$ cat src/hdl/nolp_pkg.sv
package nolp_pkg;

  localparam int CHAR_W      = 16;
  localparam int START_W     = 12;
  localparam int LEN_W       = 13;
  localparam int ERR_W       = 3;
  localparam int CFG_IDX_W   = 2;
  localparam int QUEUE_DEPTH = 4;
  localparam int QPTR_W      = 2;
  localparam int QCNT_W      = 3;

  localparam logic [CHAR_W-1:0] CHAR_SPACE = 16'd32;
  localparam logic [CHAR_W-1:0] CHAR_TAB   = 16'd9;

  localparam logic [CHAR_W-1:0] OPEN_RESET  = 16'd40;
  localparam logic [CHAR_W-1:0] CLOSE_RESET = 16'd41;
  localparam logic [CHAR_W-1:0] SEP_RESET   = 16'd32;

  localparam logic [CFG_IDX_W-1:0] CFG_OPEN  = 2'd0;
  localparam logic [CFG_IDX_W-1:0] CFG_CLOSE = 2'd1;
  localparam logic [CFG_IDX_W-1:0] CFG_SEP   = 2'd2;

  localparam logic [ERR_W-1:0] ERR_NONE        = 3'd0;
  localparam logic [ERR_W-1:0] ERR_STRAY_CLOSE = 3'd1;
  localparam logic [ERR_W-1:0] ERR_BAD_SYMBOL  = 3'd2;
  localparam logic [ERR_W-1:0] ERR_UNTERM      = 3'd3;
  localparam logic [ERR_W-1:0] ERR_NO_SEP      = 3'd4;
  localparam logic [ERR_W-1:0] ERR_TOO_DEEP    = 3'd5;
  localparam logic [ERR_W-1:0] ERR_TOO_LONG    = 3'd6;

  // Character class handed from the front end to the parser.
  typedef struct packed {
    logic blank;
    logic is_open;
    logic is_close;
    logic is_sep;
    logic fin;
  } tok_t;

  typedef struct packed {
    logic               record_valid;
    logic [START_W-1:0] name_start;
    logic [LEN_W-1:0]   name_length;
    logic               has_argument;
    logic [START_W-1:0] arg_start;
    logic [LEN_W-1:0]   arg_length;
    logic [ERR_W-1:0]   error_code;
    logic               end_of_list;
  } res_t;

endpackage

$ cat src/hdl/nested_option_list_parser.sv
// A result, if any, reaches the output register after its character passes the queue.
// Throughput: one character per cycle while results are taken; the parser retires one
//   queued character per cycle whenever the output register is empty or being taken.
// Reset: synchronous, active low; clears the parse state, the character queue, the output
//   register valid and restores the delimiters to open 40, close 41, separator 32.
module nested_option_list_parser #(
  parameter int MAX_CHARS = 4096,
  parameter int MAX_DEPTH = 255
) (
  input  logic                               clk,
  input  logic                               rst_n,
  input  logic                               cfg_we,
  input  logic [nolp_pkg::CFG_IDX_W-1:0]     cfg_index,
  input  logic [nolp_pkg::CHAR_W-1:0]        cfg_wdata,
  input  logic                               in_valid,
  output logic                               in_ready,
  input  logic [nolp_pkg::CHAR_W-1:0]        in_character,
  input  logic                               in_final_char,
  output logic                               out_valid,
  input  logic                               out_ready,
  output logic                               out_record_valid,
  output logic [nolp_pkg::START_W-1:0]       out_name_start,
  output logic [nolp_pkg::LEN_W-1:0]         out_name_length,
  output logic                               out_has_argument,
  output logic [nolp_pkg::START_W-1:0]       out_arg_start,
  output logic [nolp_pkg::LEN_W-1:0]         out_arg_length,
  output logic [nolp_pkg::ERR_W-1:0]         out_error_code,
  output logic                               out_end_of_list
);

  // Front end: hold the delimiter registers and reduce each character to its class.
  // Queue: four entries of classes so either side can stall without stopping the other.
  // Back end: option grammar, one class per cycle unless the result stalls, into a register.

  nolp_pkg::tok_t front_tok;
  nolp_pkg::tok_t head_tok;
  nolp_pkg::res_t res;
  logic           q_full, q_not_empty, q_pop, push;

  assign in_ready = !q_full;
  assign push     = in_valid && in_ready;

  nolp_front u_front (
    .clk          (clk),
    .rst_n        (rst_n),
    .cfg_we       (cfg_we),
    .cfg_index    (cfg_index),
    .cfg_wdata    (cfg_wdata),
    .in_character (in_character),
    .in_final_char(in_final_char),
    .tok          (front_tok)
  );

  nolp_queue u_queue (
    .clk       (clk),
    .rst_n     (rst_n),
    .push      (push),
    .push_data (front_tok),
    .full      (q_full),
    .pop       (q_pop),
    .not_empty (q_not_empty),
    .head      (head_tok)
  );

  nolp_back #(
    .MAX_CHARS (MAX_CHARS),
    .MAX_DEPTH (MAX_DEPTH)
  ) u_back (
    .clk       (clk),
    .rst_n     (rst_n),
    .tok_valid (q_not_empty),
    .tok       (head_tok),
    .tok_pop   (q_pop),
    .out_valid (out_valid),
    .out_ready (out_ready),
    .out_data  (res)
  );

  // Unpack the result transaction onto its field ports.
  assign out_record_valid = res.record_valid;
  assign out_name_start   = res.name_start;
  assign out_name_length  = res.name_length;
  assign out_has_argument = res.has_argument;
  assign out_arg_start    = res.arg_start;
  assign out_arg_length   = res.arg_length;
  assign out_error_code   = res.error_code;
  assign out_end_of_list  = res.end_of_list;

endmodule

$ cat src/hdl/nolp_front.sv
module nolp_front (
  input  logic                            clk,
  input  logic                            rst_n,
  input  logic                            cfg_we,
  input  logic [nolp_pkg::CFG_IDX_W-1:0]  cfg_index,
  input  logic [nolp_pkg::CHAR_W-1:0]     cfg_wdata,
  input  logic [nolp_pkg::CHAR_W-1:0]     in_character,
  input  logic                            in_final_char,
  output nolp_pkg::tok_t                  tok
);

  logic [nolp_pkg::CHAR_W-1:0] open_char_r, close_char_r, sep_char_r;

  always_ff @(posedge clk) begin
    if (!rst_n) begin
      open_char_r  <= nolp_pkg::OPEN_RESET;
      close_char_r <= nolp_pkg::CLOSE_RESET;
      sep_char_r   <= nolp_pkg::SEP_RESET;
    end else if (cfg_we) begin
      unique case (cfg_index)
        nolp_pkg::CFG_OPEN:  open_char_r  <= cfg_wdata;
        nolp_pkg::CFG_CLOSE: close_char_r <= cfg_wdata;
        nolp_pkg::CFG_SEP:   sep_char_r   <= cfg_wdata;
        default: ;
      endcase
    end
  end

  // Classify against the delimiters; the parser never needs the character itself.
  always_comb begin
    tok.blank    = (in_character == nolp_pkg::CHAR_SPACE) ||
                   (in_character == nolp_pkg::CHAR_TAB);
    tok.is_open  = (in_character == open_char_r);
    tok.is_close = (in_character == close_char_r);
    tok.is_sep   = (in_character == sep_char_r);
    tok.fin      = in_final_char;
  end

endmodule

$ cat src/hdl/nolp_queue.sv
module nolp_queue (
  input  logic           clk,
  input  logic           rst_n,
  input  logic           push,
  input  nolp_pkg::tok_t push_data,
  output logic           full,
  input  logic           pop,
  output logic           not_empty,
  output nolp_pkg::tok_t head
);

  nolp_pkg::tok_t                mem_r [nolp_pkg::QUEUE_DEPTH];
  logic [nolp_pkg::QPTR_W-1:0]   wr_ptr_r, rd_ptr_r;
  logic [nolp_pkg::QCNT_W-1:0]   count_r;

  assign full      = (count_r == nolp_pkg::QCNT_W'(nolp_pkg::QUEUE_DEPTH));
  assign not_empty = (count_r != '0);
  assign head      = mem_r[rd_ptr_r];

  always_ff @(posedge clk) begin
    if (push) begin
      mem_r[wr_ptr_r] <= push_data;
    end
  end

  always_ff @(posedge clk) begin
    if (!rst_n) begin
      wr_ptr_r <= '0;
      rd_ptr_r <= '0;
      count_r  <= '0;
    end else begin
      if (push) begin
        wr_ptr_r <= wr_ptr_r + 1'b1;
      end
      if (pop) begin
        rd_ptr_r <= rd_ptr_r + 1'b1;
      end
      if (push && !pop) begin
        count_r <= count_r + 1'b1;
      end else if (pop && !push) begin
        count_r <= count_r - 1'b1;
      end
    end
  end

`ifndef SYNTHESIS
  a_count_bound: assert property (@(posedge clk) disable iff (!rst_n)
    count_r <= nolp_pkg::QCNT_W'(nolp_pkg::QUEUE_DEPTH))
    else $error("queue count above depth");

  a_push_only_grows: assert property (@(posedge clk) disable iff (!rst_n)
    push && !pop |=> count_r == $past(count_r) + 1'b1)
    else $error("queue count did not advance on push");
`endif

endmodule

$ cat src/hdl/nolp_back.sv
module nolp_back #(
  parameter int MAX_CHARS = 4096,
  parameter int MAX_DEPTH = 255
) (
  input  logic           clk,
  input  logic           rst_n,
  input  logic           tok_valid,
  input  nolp_pkg::tok_t tok,
  output logic           tok_pop,
  output logic           out_valid,
  input  logic           out_ready,
  output nolp_pkg::res_t out_data
);

  localparam int POS_W   = $clog2(MAX_CHARS + 1);
  localparam int DEPTH_W = $clog2(MAX_DEPTH + 1);
  localparam logic [POS_W-1:0]   POS_LIMIT = POS_W'(MAX_CHARS);
  localparam logic [DEPTH_W-1:0] DEPTH_MAX = DEPTH_W'(MAX_DEPTH);
  localparam int LW = nolp_pkg::LEN_W;
  localparam int SW = nolp_pkg::START_W;

  typedef enum logic [5:0] {
    PH_SKIP       = 6'b000001,
    PH_NAME       = 6'b000010,
    PH_AFTER_NAME = 6'b000100,
    PH_ARG        = 6'b001000,
    PH_AFTER_ARG  = 6'b010000,
    PH_DRAIN      = 6'b100000
  } phase_t;

  phase_t              phase_r, phase_nxt;
  logic [POS_W-1:0]    pos_r, pos_nxt;
  logic [LW-1:0]       nb_r, nb_nxt;
  logic [LW-1:0]       nf_r, nf_nxt;
  logic [LW-1:0]       af_r, af_nxt;
  logic [LW-1:0]       al_r, al_nxt;
  logic                seen_r, seen_nxt;
  logic [DEPTH_W-1:0]  depth_r, depth_nxt;
  logic                out_valid_r;
  nolp_pkg::res_t      out_data_r;

  logic [POS_W+LW-1:0] pos_ext;
  logic [LW-1:0]       pos13;
  logic                delim, go_name, go_after, arg_done, restart, emit;
  nolp_pkg::res_t      res;

  assign pos_ext   = {{LW{1'b0}}, pos_r};
  assign pos13     = pos_ext[LW-1:0];
  assign delim     = tok.blank | tok.is_open | tok.is_close | tok.is_sep;
  assign tok_pop   = tok_valid && (!out_valid_r || out_ready);
  assign out_valid = out_valid_r;
  assign out_data  = out_data_r;

  always_comb begin
    phase_nxt = phase_r;
    pos_nxt   = pos_r;
    nb_nxt    = nb_r;
    nf_nxt    = nf_r;
    af_nxt    = af_r;
    al_nxt    = al_r;
    seen_nxt  = seen_r;
    depth_nxt = depth_r;
    go_name   = 1'b0;
    go_after  = 1'b0;
    arg_done  = 1'b0;
    restart   = 1'b0;
    emit      = 1'b0;
    res       = '0;

    if (tok_pop) begin
      if (phase_r == PH_DRAIN) begin
        restart = tok.fin;
      end else if (pos_r >= POS_LIMIT) begin
        emit = 1'b1;
        res.error_code  = nolp_pkg::ERR_TOO_LONG;
        res.end_of_list = 1'b1;
        phase_nxt = PH_DRAIN;
        restart   = tok.fin;
      end else begin
        pos_nxt = pos_r + 1'b1;
        unique case (phase_r) inside
          PH_SKIP, PH_NAME, PH_AFTER_NAME: begin
            if (phase_r == PH_SKIP) begin
              if (tok.blank || tok.is_sep) begin
                emit            = tok.fin;
                res.end_of_list = 1'b1;
                restart         = tok.fin;
              end else begin
                nb_nxt    = pos13;
                phase_nxt = PH_NAME;
                go_name   = 1'b1;
              end
            end
            if (phase_r == PH_NAME || go_name) begin
              if (!delim) begin
                // Name runs to the last character of the string.
                emit             = tok.fin;
                res.record_valid = 1'b1;
                res.name_start   = nb_nxt[SW-1:0];
                res.name_length  = pos13 + 1'b1 - nb_nxt;
                res.end_of_list  = 1'b1;
                restart          = tok.fin;
              end else begin
                nf_nxt    = pos13;
                phase_nxt = PH_AFTER_NAME;
                go_after  = 1'b1;
              end
            end
            if (phase_r == PH_AFTER_NAME || go_after) begin
              res.name_start  = nb_nxt[SW-1:0];
              res.name_length = nf_nxt - nb_nxt;
              if (tok.blank) begin
                // Blanks after a bare name end the option at end of string.
                emit             = tok.fin;
                res.record_valid = 1'b1;
                res.end_of_list  = 1'b1;
                restart          = tok.fin;
              end else if (tok.is_close) begin
                emit = 1'b1;
                res  = '0;
                res.error_code  = nolp_pkg::ERR_STRAY_CLOSE;
                res.end_of_list = 1'b1;
                phase_nxt = PH_DRAIN;
                restart   = tok.fin;
              end else if (tok.is_sep) begin
                emit             = 1'b1;
                res.record_valid = 1'b1;
                res.end_of_list  = tok.fin;
                phase_nxt        = PH_SKIP;
                restart          = tok.fin;
              end else if (tok.is_open) begin
                depth_nxt = DEPTH_W'(1);
                seen_nxt  = 1'b0;
                af_nxt    = pos13 + 1'b1;
                al_nxt    = pos13 + 1'b1;
                phase_nxt = PH_ARG;
                if (tok.fin) begin
                  emit = 1'b1;
                  res  = '0;
                  res.error_code  = nolp_pkg::ERR_UNTERM;
                  res.end_of_list = 1'b1;
                  restart = 1'b1;
                end
              end else begin
                emit = 1'b1;
                res  = '0;
                res.error_code  = nolp_pkg::ERR_BAD_SYMBOL;
                res.end_of_list = 1'b1;
                phase_nxt = PH_DRAIN;
                restart   = tok.fin;
              end
            end
          end
          PH_ARG: begin
            if (tok.is_open && !tok.is_close) begin
              if (depth_r >= DEPTH_MAX) begin
                emit            = 1'b1;
                res.error_code  = nolp_pkg::ERR_TOO_DEEP;
                res.end_of_list = 1'b1;
                phase_nxt       = PH_DRAIN;
                restart         = tok.fin;
                arg_done        = 1'b1;
              end else begin
                depth_nxt = depth_r + 1'b1;
              end
            end else if (tok.is_close && !tok.is_open) begin
              depth_nxt = depth_r - 1'b1;
              if (depth_r == DEPTH_W'(1)) begin
                emit             = 1'b1;
                res.record_valid = 1'b1;
                res.name_start   = nb_r[SW-1:0];
                res.name_length  = nf_r - nb_r;
                res.has_argument = 1'b1;
                res.arg_start    = af_r[SW-1:0];
                res.arg_length   = seen_r ? (al_r - af_r + 1'b1) : '0;
                res.end_of_list  = tok.fin;
                phase_nxt        = PH_AFTER_ARG;
                restart          = tok.fin;
                arg_done         = 1'b1;
              end
            end
            if (!arg_done) begin
              // Track the trimmed extent of the argument.
              if (!tok.blank) begin
                if (!seen_r) begin
                  af_nxt   = pos13;
                  seen_nxt = 1'b1;
                end
                al_nxt = pos13;
              end
              if (tok.fin) begin
                emit            = 1'b1;
                res.error_code  = nolp_pkg::ERR_UNTERM;
                res.end_of_list = 1'b1;
                restart         = 1'b1;
              end
            end
          end
          PH_AFTER_ARG: begin
            if (tok.blank || tok.is_sep) begin
              if (tok.is_sep && !tok.blank) begin
                phase_nxt = PH_SKIP;
              end
              emit            = tok.fin;
              res.end_of_list = 1'b1;
              restart         = tok.fin;
            end else begin
              emit            = 1'b1;
              res.error_code  = nolp_pkg::ERR_NO_SEP;
              res.end_of_list = 1'b1;
              phase_nxt       = PH_DRAIN;
              restart         = tok.fin;
            end
          end
          default: ;
        endcase
      end
    end

    if (restart) begin
      phase_nxt = PH_SKIP;
      pos_nxt   = '0;
      nb_nxt    = '0;
      nf_nxt    = '0;
      af_nxt    = '0;
      al_nxt    = '0;
      seen_nxt  = 1'b0;
      depth_nxt = '0;
    end
  end

  always_ff @(posedge clk) begin
    if (!rst_n) begin
      phase_r     <= PH_SKIP;
      pos_r       <= '0;
      nb_r        <= '0;
      nf_r        <= '0;
      af_r        <= '0;
      al_r        <= '0;
      seen_r      <= 1'b0;
      depth_r     <= '0;
      out_valid_r <= 1'b0;
    end else begin
      phase_r <= phase_nxt;
      pos_r   <= pos_nxt;
      nb_r    <= nb_nxt;
      nf_r    <= nf_nxt;
      af_r    <= af_nxt;
      al_r    <= al_nxt;
      seen_r  <= seen_nxt;
      depth_r <= depth_nxt;
      if (tok_pop && emit) begin
        out_valid_r <= 1'b1;
      end else if (out_ready) begin
        out_valid_r <= 1'b0;
      end
    end
  end

  always_ff @(posedge clk) begin
    if (tok_pop && emit) begin
      out_data_r <= res;
    end
  end

`ifndef SYNTHESIS
  a_err_ends_list: assert property (@(posedge clk) disable iff (!rst_n)
    out_valid_r && out_data_r.error_code != nolp_pkg::ERR_NONE |->
      out_data_r.end_of_list && !out_data_r.record_valid)
    else $error("error result without end of list");

  a_arg_needs_record: assert property (@(posedge clk) disable iff (!rst_n)
    out_valid_r && out_data_r.has_argument |-> out_data_r.record_valid)
    else $error("argument flagged without a record");

  a_pos_bound: assert property (@(posedge clk) disable iff (!rst_n)
    pos_r <= POS_LIMIT)
    else $error("position ran past limit");
`endif

endmodule
$ cat config.mk
export PLATFORM = sky130hd
export DESIGN_NAME = nested_option_list_parser
export DESIGN_NICKNAME = d
export VERILOG_FILES = /design/src/hdl/nolp_pkg.sv /design/src/hdl/nested_option_list_parser.sv /design/src/hdl/nolp_front.sv /design/src/hdl/nolp_queue.sv /design/src/hdl/nolp_back.sv
export SDC_FILE = /design/constraint.sdc
export NUM_CORES = 1
export LEC_CHECK = 0
export BUFFER_PORTS_ARGS = -buffer_cell sky130_fd_sc_hd__clkbuf_2
export CAP_MARGIN = 20
export CORE_ASPECT_RATIO = 1.5
export CORE_UTILIZATION = 46
export DETAILED_ROUTE_END_ITERATION = 8
export PLACE_DENSITY = 0.66
export REMOVE_ABC_BUFFERS = 1
export SYNTH_ARGS = -nofsm -noshare
export SYNTH_HDL_FRONTEND = slang
export SYNTH_SLANG_ARGS = --single-unit
$ cat constraint.sdc
create_clock -name clk -period 5.7 [get_ports clk]
set_clock_uncertainty 0.15 [all_clocks]
set_input_delay 0.57 -clock clk [delete_from_list [all_inputs] [get_ports clk]]
set_output_delay 0.57 -clock clk [all_outputs]
set_load 0.02 [all_outputs]
==> flow_summary_export.csv, run 1 <==
group,metric,value,unit
outcome,status,"finished clean",
sta,hold_ws,137,ps
pwr,p_comb_share,53.3,%
pwr,ir_drop,0.296,mV
critical_path,reg2reg_slack,690,ps
sta,fin_crit_sh,87.8,%
pwr,power,7670,uW
sta,tightest_slew,988,ps
pwr,power.density,560,mW/mm^2
clocking,cts_tree,"built",
sta,setup-violations-final,0,
floorplan,die-area,0.0272,mm^2
critical_path,worstPathRequired,5780,ps
detailed_routing,drt-total-wl,30.7,mm
critical_path,r2r_end,"u_back.out_data[42]",
pwr,seqPwrFrac,28.8,%
placed_design,place_area,0.0130,mm^2
clocking,postCtsResizedCells,0,
floorplan,rows,72,
critical_path,crit_slowest_cell,"mux4_2",
critical_path,cp.depth,16,
sta,tns,0,ps
critical_path,worstSetupEndpoint,"u_back.out_data[42]",
floorplan,initial_core_util,47.1,%
layout,insertedDiodeCount,0,
critical_path,crit_path_max_incr_delay,680,ps
yosys,yosysSeqAreaShare,41.3,%
run,drv_cap,0,
layout,final_layout_size_suffix_gt1_share,13.2,%
clocking,clock_path_buffers,3,
pwr,p_sw,3410,uW
yosys,synth_edf_count,76,
sta,rsz0062_at_grt,"false",
floorplan,core-area,0.0259,mm^2
sta,min_period,5010,ps
clocking,clockRootBuffer,"clkbuf_16",
layout,finalInstanceArea,0.0137,mm^2
yosys,avgSynthCellArea,9.03,um^2
worst_hold_path,hp-start,"in_final_char",
global_route,antenna_found_initial,0,
sta,relSlewSlack,33.8,%
yosys,yosysWarnings,0,
yosys,async_flop_share,0,%
clocking,cts-hold-fix-buffers,0,
detailed_routing,drt-pass1-iter-count,5,
critical_path,end_kind,"flip-flop",
floorplan,die_h,202,um
detailed_routing,vias,9857,
critical_path,cp.arrival,5090,ps
detailed_routing,wl_per_cell,17.3,um
placed_design,gp_congestion,0.912,
critical_path,start_kind,"flip-flop",
detailed_routing,drt-vias-per-instance,5.56,
placed_design,port_buffers,97,
clocking,cts_buffers,21,
sta,final-max-slew-violation-count,0,
global_route,grt_pass1_wl,49.8,mm
global_route,grt_max_degree,59,
yosys,synthCells,1353,
layout,area_delta_synth_final,12.1,%
sta,setup_ws,694,ps
pwr,clock_power_share,17.9,%
critical_path,crit_fanout,11,
yosys,ys_seq_elements,214,
global_route,track_usage,23.0,%
floorplan,die_w,135,um
worst_hold_path,worstHoldPathType,"primary input to flip-flop",
yosys,ys.flop_type,"dfxtp_1",
global_route,grt_pass1_vias,9693,
sta,hold_viol,0,
clocking,postCtsSetupBuffers,0,
layout,layout.nets,1540,
pwr,netSwitchingFraction,44.5,%
clocking,cts.clk_slew.worst_paths,70,ps
yosys,syn_area,0.0122,mm^2
critical_path,cp_cell_sequence,"mux4_2 > or4_1 > o21ai_0 > ha_1 > inv_1 > fa_1 > a21o_1 > a21oi_1 > o21bai_1 > a21oi_1 > o21ai_0 > a31oi_1 > o21ai_0 > xnor2_1 > a32oi_1 > nand4b_1",
global_route,grt_overflow,0,
placed_design,dpl.hpwl,22.5,mm
critical_path,path_buf_inv,1,
critical_path,worst_r2r_path_depth,16,
placed_design,pre_cts_ws,719,ps
critical_path,cp_common_cell,"o21ai_0",
pwr,internal_power,4250,uW
pwr,leakagePower,0.00520,uW
yosys,synth.distinct_cells,71,
detailed_routing,antenna_left,0,
critical_path,critical_path_class,"flip-flop to flip-flop",
detailed_routing,drt_iter0_drc,557,
floorplan,ios,98,
clocking,h-tree-depth,1,
clocking,cts.sinks,214,
sta,max_freq,200,MHz
detailed_routing,drc,0,
clocking,insertion_delay,520,ps
critical_path,cpLargestDelayFamily,"compound AO/OA/AOI/OAI gates",
## state kept, by name, summed over array words and instances, names as in the netlist, named ones only
name and count:
u_back.out_data 56, u_queue.mem_r 20, u_front.close_char_r 16, u_front.open_char_r 16
u_front.sep_char_r 16, u_back.af_r 13, u_back.al_r 13, u_back.nb_r 13
u_back.nf_r 13, u_back.pos13 13, u_back.depth_r 8, u_back.phase_r 6
u_queue.count_r 3, u_queue.rd_ptr_r 2, u_queue.wr_ptr_r 2, u_back.out_valid 1
u_back.seen_r 1
## synth_stat cells (12+ instances only)
library cell    n  share of area [%]
nor3_1         39                1.6
nand2_1       167                5.1
nand3_1        25                1.0
mux2i_1        16                1.3
a211oi_1       32                2.0
xor2_1         42                3.0
o21ai_0        35                1.4
a21boi_0       45                2.8
a21o_1         12               0.74
or3_1          15               0.77
ha_1           70                7.2
a21oi_1        71                2.9
xnor2_1        92                6.6
edfxtp_1       76                 19
nor2_1        160                4.9
nand4_1        17               0.87
inv_1          55                1.7
and3_1         13               0.67
clkbuf_1       54                1.7
dfxtp_1       138                 23
## power by group through the flow
stage / clock network [uW] / logic, uW / registers [uW]
2_1_floorplan: 0 / 2580 / 2540
3_3_place_gp: 0 / 3990 / 2240
3_5_place_dp: 0 / 4050 / 2250
4_1_cts: 1400 / 4080 / 2220
5_1_grt: 1460 / 4480 / 2250
6_report: 1370 / 4090 / 2210
## cells in the final DEF, fill, tap and decap left out, types with 22 or more instances in the layout
cell       instances
nand2_1          166
nor2_1           159
dfxtp_1          138
clkbuf_2          97
xnor2_1           92
edfxtp_1          76
a21oi_1           71
ha_1              70
inv_1             55
a21boi_0          45
xor2_1            42
nor3_1            38
o21ai_0           35
a211oi_1          32
nand3_1           25
clkbuf_16         22
buf_4             22
## per-stage QoR
stage          util (%)  cells
2_1_floorplan         -   1283
3_3_place_gp       50.2   1735
3_5_place_dp       50.2   1735
4_1_cts            52.8   1773
5_1_grt            52.8   1773
6_report           52.8   1773
## layout make-up
cell class	instances	area, um^2
Tap cell	333	417
Clock buffer	28	583
Inverter	56	210
Sequential cell	214	5040
Multi-Input combinational cell	1013	6710
Fill cell	2436	12200
Timing Repair Buffer	119	651
Clock inverter	10	80.1
## kinds of logic (layout without fill, tap and decap cells)
logic type / Yosys count / after routing / share of synthesized area [%]
flops: 214 / 214 / 41.3
simple gates: 505 / 505 / 19.0
compound gates: 267 / 267 / 14.8
fa+ha+maj: 77 / 77 / 8.15
xor+xnor: 134 / 134 / 9.60
buf+inv: 126 / 213 / 4.06
mux: 30 / 30 / 3.06
## worst register-to-register path, delay by kind of cell (launching register included)
| kind | cells | cell delay, ps |
|---|---|---|
| AOI/OAI and AO/OA | 9 | 1860 |
| and+or+nand+nor | 2 | 670 |
| muxes | 1 | 690 |
| DFF | 1 | 500 |
| xor gates and xnor gates | 1 | 140 |
| adders and majority gates | 2 | 670 |
| buffers and inverters | 1 | 60 |
## metal layers
metal,share of wire [%],vias up,global-route usage [%]
li1,-,4876,-
met1,38,4607,25.1
met2,52,276,41.6
met4,6.1,0,13.6
met5,0,-,0
met3,4.4,98,3.12
## how the worst min path moves through the flow
stage | depth (start not counted) | endpoint
after floorplan | 2 | u_back.nf_r[12]
after global placement | 2 | u_front.close_char_r[8]
after detailed placement | 2 | u_front.sep_char_r[1]
after CTS | 1 | u_queue.mem_r[1][0]
after global routing | 1 | u_queue.mem_r[1][0]
final | 1 | u_queue.mem_r[1][0]
(Power assumes the default switching activity.)
==> run 2, diff against run 1 <==
==> constraint.sdc (replaced) <==
create_clock -name clk -period 5.7 [get_ports clk]
set_clock_uncertainty 0.15 [all_clocks]
set_input_delay 1.14 -clock clk [delete_from_list [all_inputs] [get_ports clk]]
set_output_delay 1.14 -clock clk [all_outputs]
set_load 0.02 [all_outputs]
==> run 2 against run 1 <==
Effect of this change:
- hold slack gained 190 ps
- combinational power about the same
- cell count is 0.17% higher
- non-clock buffer count grew 1
- global-route usage is 0.20 points higher
- clock-buffer cell count is 5 lower
- clock power about the same
- fmax fell by 2.9%
- wire length is 1.0% higher
- critical endpoint unchanged
- highest routed layer unchanged
==> flow_summary_export.csv, run 2 (synthesized netlist as in run 1, its figures left out) <==
group,metric,value,unit
sta,tightest_slew,928,ps
sta,setup_ws,542,ps
clocking,cts_buffers,22,
critical_path,worst_r2r_path_depth,17,
detailed_routing,antenna_left,0,
outcome,status,"finished clean",
clocking,cts_tree,"built",
global_route,grt_util_met2,44.1,%
sta,setup-violations-final,0,
layout,layout_commonest_cell,"nand2_1",
detailed_routing,drt_iter0_drc,464,
clocking,clockRootBuffer,"clkbuf_16",
worst_hold_path,holdPathStages,2,
critical_path,crit_fanout,19,
placed_design,dpl.hpwl,23.1,mm
worst_hold_path,worstHoldPathType,"flip-flop to flip-flop",
global_route,grt_max_degree,57,
detailed_routing,drt-pass1-iter-count,5,
placed_design,pre_cts_ws,568,ps
layout,largest_register_ffs,56,
layout,insertedDiodeCount,0,
clocking,cts.sinks,214,
clocking,postCtsResizedCells,0,
global_route,track_usage,23.2,%
placed_design,gp_congestion,0.955,
critical_path,critical_path_class,"flip-flop to flip-flop",
clocking,insertion_delay,510,ps
global_route,grt_pass1_vias,9776,
sta,rsz0062_at_grt,"false",
pwr,ir_drop,0.250,mV
clocking,cts.clk_slew.worst_paths,60,ps
critical_path,cp_cell_sequence,"mux4_2 > or4_1 > buf_4 > a21oi_2 > buf_4 > a21oi_1 > ha_1 > fa_1 > inv_1 > a21o_1 > o221ai_1 > nand3_1 > nand2_1 > a211oi_1 > nand2_1 > nand4_1 > nand4b_1",
sta,relSlewSlack,37.6,%
clocking,cts-hold-fix-buffers,0,
critical_path,worstPathRequired,5790,ps
sta,min_period,5160,ps
global_route,met3_usage,3.30,%
clocking,h-tree-depth,1,
run,drv_cap,0,
detailed_routing,wl_per_cell,17.5,um
sta,max_freq,194,MHz
sta,hold_viol,0,
critical_path,cp.arrival,5250,ps
global_route,grtUsageMet1,23.7,%
detailed_routing,drc,0,
clocking,clock_path_buffers,3,
floorplan,die-area,0.0272,mm^2
floorplan,die_w,135,um
global_route,grt_pass1_wl,49.6,mm
critical_path,crit_path_max_incr_delay,680,ps
pwr,leakagePower,0.00521,uW
critical_path,end_kind,"flip-flop",
floorplan,rows,72,
sta,final-max-slew-violation-count,0,
layout,fill_cells,2447,
pwr,power,7680,uW
detailed_routing,drt-vias-per-instance,5.55,
floorplan,core-area,0.0259,mm^2
clocking,postCtsSetupBuffers,0,
layout,final_cell_mix,"nand2_1 (166), nor2_1 (159), dfxtp_1 (138), clkbuf_2 (97), xnor2_1 (92)",
critical_path,crit_slowest_cell,"mux4_2",
detailed_routing,drt-total-wl,31.1,mm
layout,final_layout_size_suffix_gt1_share,13.3,%
layout,layout.nets,1542,
placed_design,port_buffers,97,
sta,fin_crit_sh,90.5,%
global_route,grt_overflow,0,
layout,area_delta_synth_final,12.3,%
global_route,antenna_found_initial,0,
floorplan,die_h,202,um
pwr,power.density,560,mW/mm^2
detailed_routing,vias,9855,
critical_path,start_kind,"flip-flop",
global_route,grt.busiest_layer,"met2",
floorplan,initial_core_util,47.1,%
floorplan,ios,98,
run 2: cell count changes in the layout (fill, tap and decap cells not counted):
cell,previous run,this run
buf_4,22,23
clkbuf_1,5,0
clkbuf_16,22,23
clkbuf_8,1,0
clkinv_1,1,6
clkinv_2,6,7
clkinvlp_4,1,3
inv_6,1,0
nor3_1,38,39
nor3_2,1,0
run 2: worst max-delay path: cells and delay by family (launching register included):
kind | cells | cell delay (ps)
buffers and inverters | 3 | 570
adder cells (fa/ha/maj) | 2 | 650
AND/OR/NAND/NOR | 6 | 1130
AO/OA/AOI/OAI | 5 | 1190
multiplexers | 1 | 680
flip-flops | 1 | 510
run 2: final timing paths:
path	slack [ps]	from	endpoint
hold reg to reg	330	u_front.close_char_r[1]	u_front.close_char_r[1]
hold / removal	330	u_front.close_char_r[1]	u_front.close_char_r[1]
setup reg to reg	540	flip-flop	u_back.out_data[42]
setup / recovery	540	flip-flop	u_back.out_data[42]
run 2: area by class of cell:
| class | count | area (um^2) | share of cell area, % |
|---|---|---|---|
| Timing Repair Buffer | 120 | 658 | 4.80 |
| Clock buffer | 23 | 576 | 4.19 |
| Sequential cell | 214 | 5040 | 36.8 |
| Tap cell | 333 | 417 | 3.04 |
| Inverter | 56 | 210 | 1.53 |
| Clock inverter | 17 | 110 | 0.802 |
| Multi-Input combinational cell | 1013 | 6710 | 48.9 |
run 2: metrics by stage:
stage                     area (um^2)  utilization, %  instances  hold WS (ps)  TNS (ps)
final                           13700            52.9       1776           326         0
after floorplan                 11900               -       1283           302    -76790
after global routing            13700            52.9       1776           348         0
after global placement          13000            50.3       1736           314         0
after detailed placement        13000            50.3       1736           320         0
after CTS                       13700            52.9       1776           329         0
run 2: routing by layer:
| metal | share of wire (%) | up-vias | wire [um] |
|---|---|---|---|
| li1 | - | 4878 | - |
| met1 | 37 | 4635 | 11300 |
| met2 | 54 | 254 | 16600 |
| met3 | 4.4 | 88 | 1370 |
| met4 | 5.5 | 0 | 1710 |
| met5 | 0 | - | 0 |
run 2: power breakdown:
part	internal [uW]	switching (uW)
sequential	2030	186
combinational	1450	2610
clock	777	618
total	4260	3420
==> run 3, diff against run 2 <==
Settings changed: REMOVE_ABC_BUFFERS 1 to unset.
==> run 3 against run 2 <==
Effect of this change:
- flip-flop and latch count did not move
- non-clock buffer count fell by 2
- clock power rose by 7%
- worst setup slack improved by 88 ps
- design area rose by 0.39%
- wire length barely moved
- sequential power barely moved
- global-route usage rose by 0.23 points
- via count rose by 0.61%
- die area did not move
- critical path type unchanged
- highest routed layer unchanged
==> flow_summary_export.csv, run 3 (synthesized netlist as in run 1, its figures left out) <==
group,metric,value,unit
clocking,h-tree-depth,1,
detailed_routing,wl_per_cell,17.5,um
detailed_routing,drt-pass1-iter-count,5,
layout,largest_register_ffs,56,
critical_path,critical_path_class,"flip-flop to flip-flop",
clocking,insertion_delay,510,ps
placed_design,port_buffers,97,
detailed_routing,drt_iter0_drc,491,
global_route,grt_overflow,0,
sta,tns,0,ps
sta,hold_viol,0,
pwr,power.density,567,mW/mm^2
detailed_routing,drt-vias-per-instance,5.59,
sta,max_freq,197,MHz
clocking,cts.clk_slew.worst_paths,60,ps
layout,final_layout_size_suffix_gt1_share,13.1,%
layout,insertedDiodeCount,0,
layout,layout.nets,1540,
critical_path,cp_common_cell,"o21ai_0",
sta,fin_crit_sh,88.9,%
layout,area_delta_synth_final,12.7,%
global_route,grt_max_degree,59,
clocking,cts_tree,"built",
critical_path,crit_slowest_cell,"mux4_2",
sta,min_period,5070,ps
critical_path,end_kind,"flip-flop",
sta,tightest_slew,1010,ps
floorplan,die-area,0.0272,mm^2
sta,setup_ws,630,ps
detailed_routing,antenna_left,0,
floorplan,die_h,202,um
clocking,clockRootBuffer,"clkbuf_16",
global_route,grt_pass1_vias,10008,
floorplan,initial_core_util,47.1,%
clocking,postCtsSetupBuffers,0,
sta,relSlewSlack,32.5,%
critical_path,crit_fanout,11,
placed_design,dpl.hpwl,22.7,mm
placed_design,pre_cts_ws,644,ps
global_route,track_usage,23.4,%
run,drv_cap,0,
outcome,status,"finished clean",
critical_path,cp.arrival,5180,ps
sta,hold_ws,333,ps
clocking,postCtsResizedCells,0,
layout,final_cell_count_no_fill,1774,
critical_path,start_kind,"flip-flop",
yosys,synthesis.nets,1468,
critical_path,cpLargestDelayFamily,"compound AO/OA/AOI/OAI gates",
critical_path,path_buf_inv,1,
pwr,ir_drop,0.322,mV
critical_path,worst_r2r_path_depth,16,
layout,final_cell_mix,"nand2_1 (166), nor2_1 (159), dfxtp_1 (138), clkbuf_2 (97), xnor2_1 (92)",
placed_design,dp_cells,1734,
global_route,antenna_found_initial,0,
critical_path,crit_path_max_incr_delay,680,ps
sta,setup-violations-final,0,
detailed_routing,drt-total-wl,31.0,mm
critical_path,cp.depth,16,
global_route,grt_pass1_wl,50.2,mm
detailed_routing,vias,9915,
clocking,clock_path_buffers,3,
sta,final-max-slew-violation-count,0,
pwr,power,7810,uW
clocking,cts_buffers,22,
sta,rsz0062_at_grt,"false",
floorplan,core-area,0.0259,mm^2
worst_hold_path,holdPathStages,2,
worst_hold_path,worstHoldPathType,"flip-flop to flip-flop",
clocking,cts-hold-fix-buffers,0,
clocking,cts.sinks,214,
layout,layout_commonest_cell,"nand2_1",
placed_design,gp_congestion,0.910,
pwr,leakagePower,0.00523,uW
floorplan,ios,98,
detailed_routing,drc,0,
critical_path,cp_cell_sequence,"mux4_2 > or4_1 > o21ai_0 > ha_1 > inv_1 > fa_1 > a21o_1 > a21oi_1 > o21bai_1 > a21oi_1 > o21ai_0 > a31oi_1 > o21ai_0 > xnor2_1 > a32oi_1 > nand4b_1",
critical_path,worstPathRequired,5810,ps
floorplan,die_w,135,um
floorplan,rows,72,
## run 3: changes by cell type in the layout (fill, tap and decap cells not counted), sizes merged
cell	change
buf	-2
bufinv	+1
clkbuf	+8
clkinv	-8
clkinvlp	-2
inv	+1
## run 3: routing by layer
layer / track usage [%] / part of all wire, %
met1: 24.6 / 37
met4: 13.9 / 5.6
met2: 43.6 / 53
met3: 2.97 / 3.8
met5: 0 / 0
## run 3: final timing paths
| check | startpoint | end | slack [ps] |
|---|---|---|---|
| worst max-delay path | flip-flop | u_back.out_data[42] | 630 |
| worst min-delay path | u_front.close_char_r[9] | u_front.close_char_r[9] | 330 |
| worst max register to register | flip-flop | u_back.out_data[42] | 630 |
| worst min register to register | u_front.close_char_r[9] | u_front.close_char_r[9] | 330 |
## run 3: tightest hold or removal path, cell delays in order (launching register included)
cell      delay (ps)
dfxtp_1          320
nand2_1           50
a21boi_0          60
## run 3: area by class of cell
type | instances | area [um^2]
clock buffers | 31 | 657
flip-flops and latches | 214 | 5040
fillers | 2401 | 12200
well taps | 333 | 417
repair buffers | 118 | 643
clock inverters | 9 | 96.3
multi-input cells | 1013 | 6710
inverters | 56 | 210
## run 3: per-stage QoR
stage	util, %	cell area, um^2
floorplan	-	12200
global placement	50.2	13000
detailed placement	50.2	13000
CTS	53.1	13800
global route	53.1	13800
finish	53.1	13800
## run 3: power by group
group / internal (uW) / switching (uW)
registers: 2030 / 187
logic: 1440 / 2650
clock network: 895 / 609
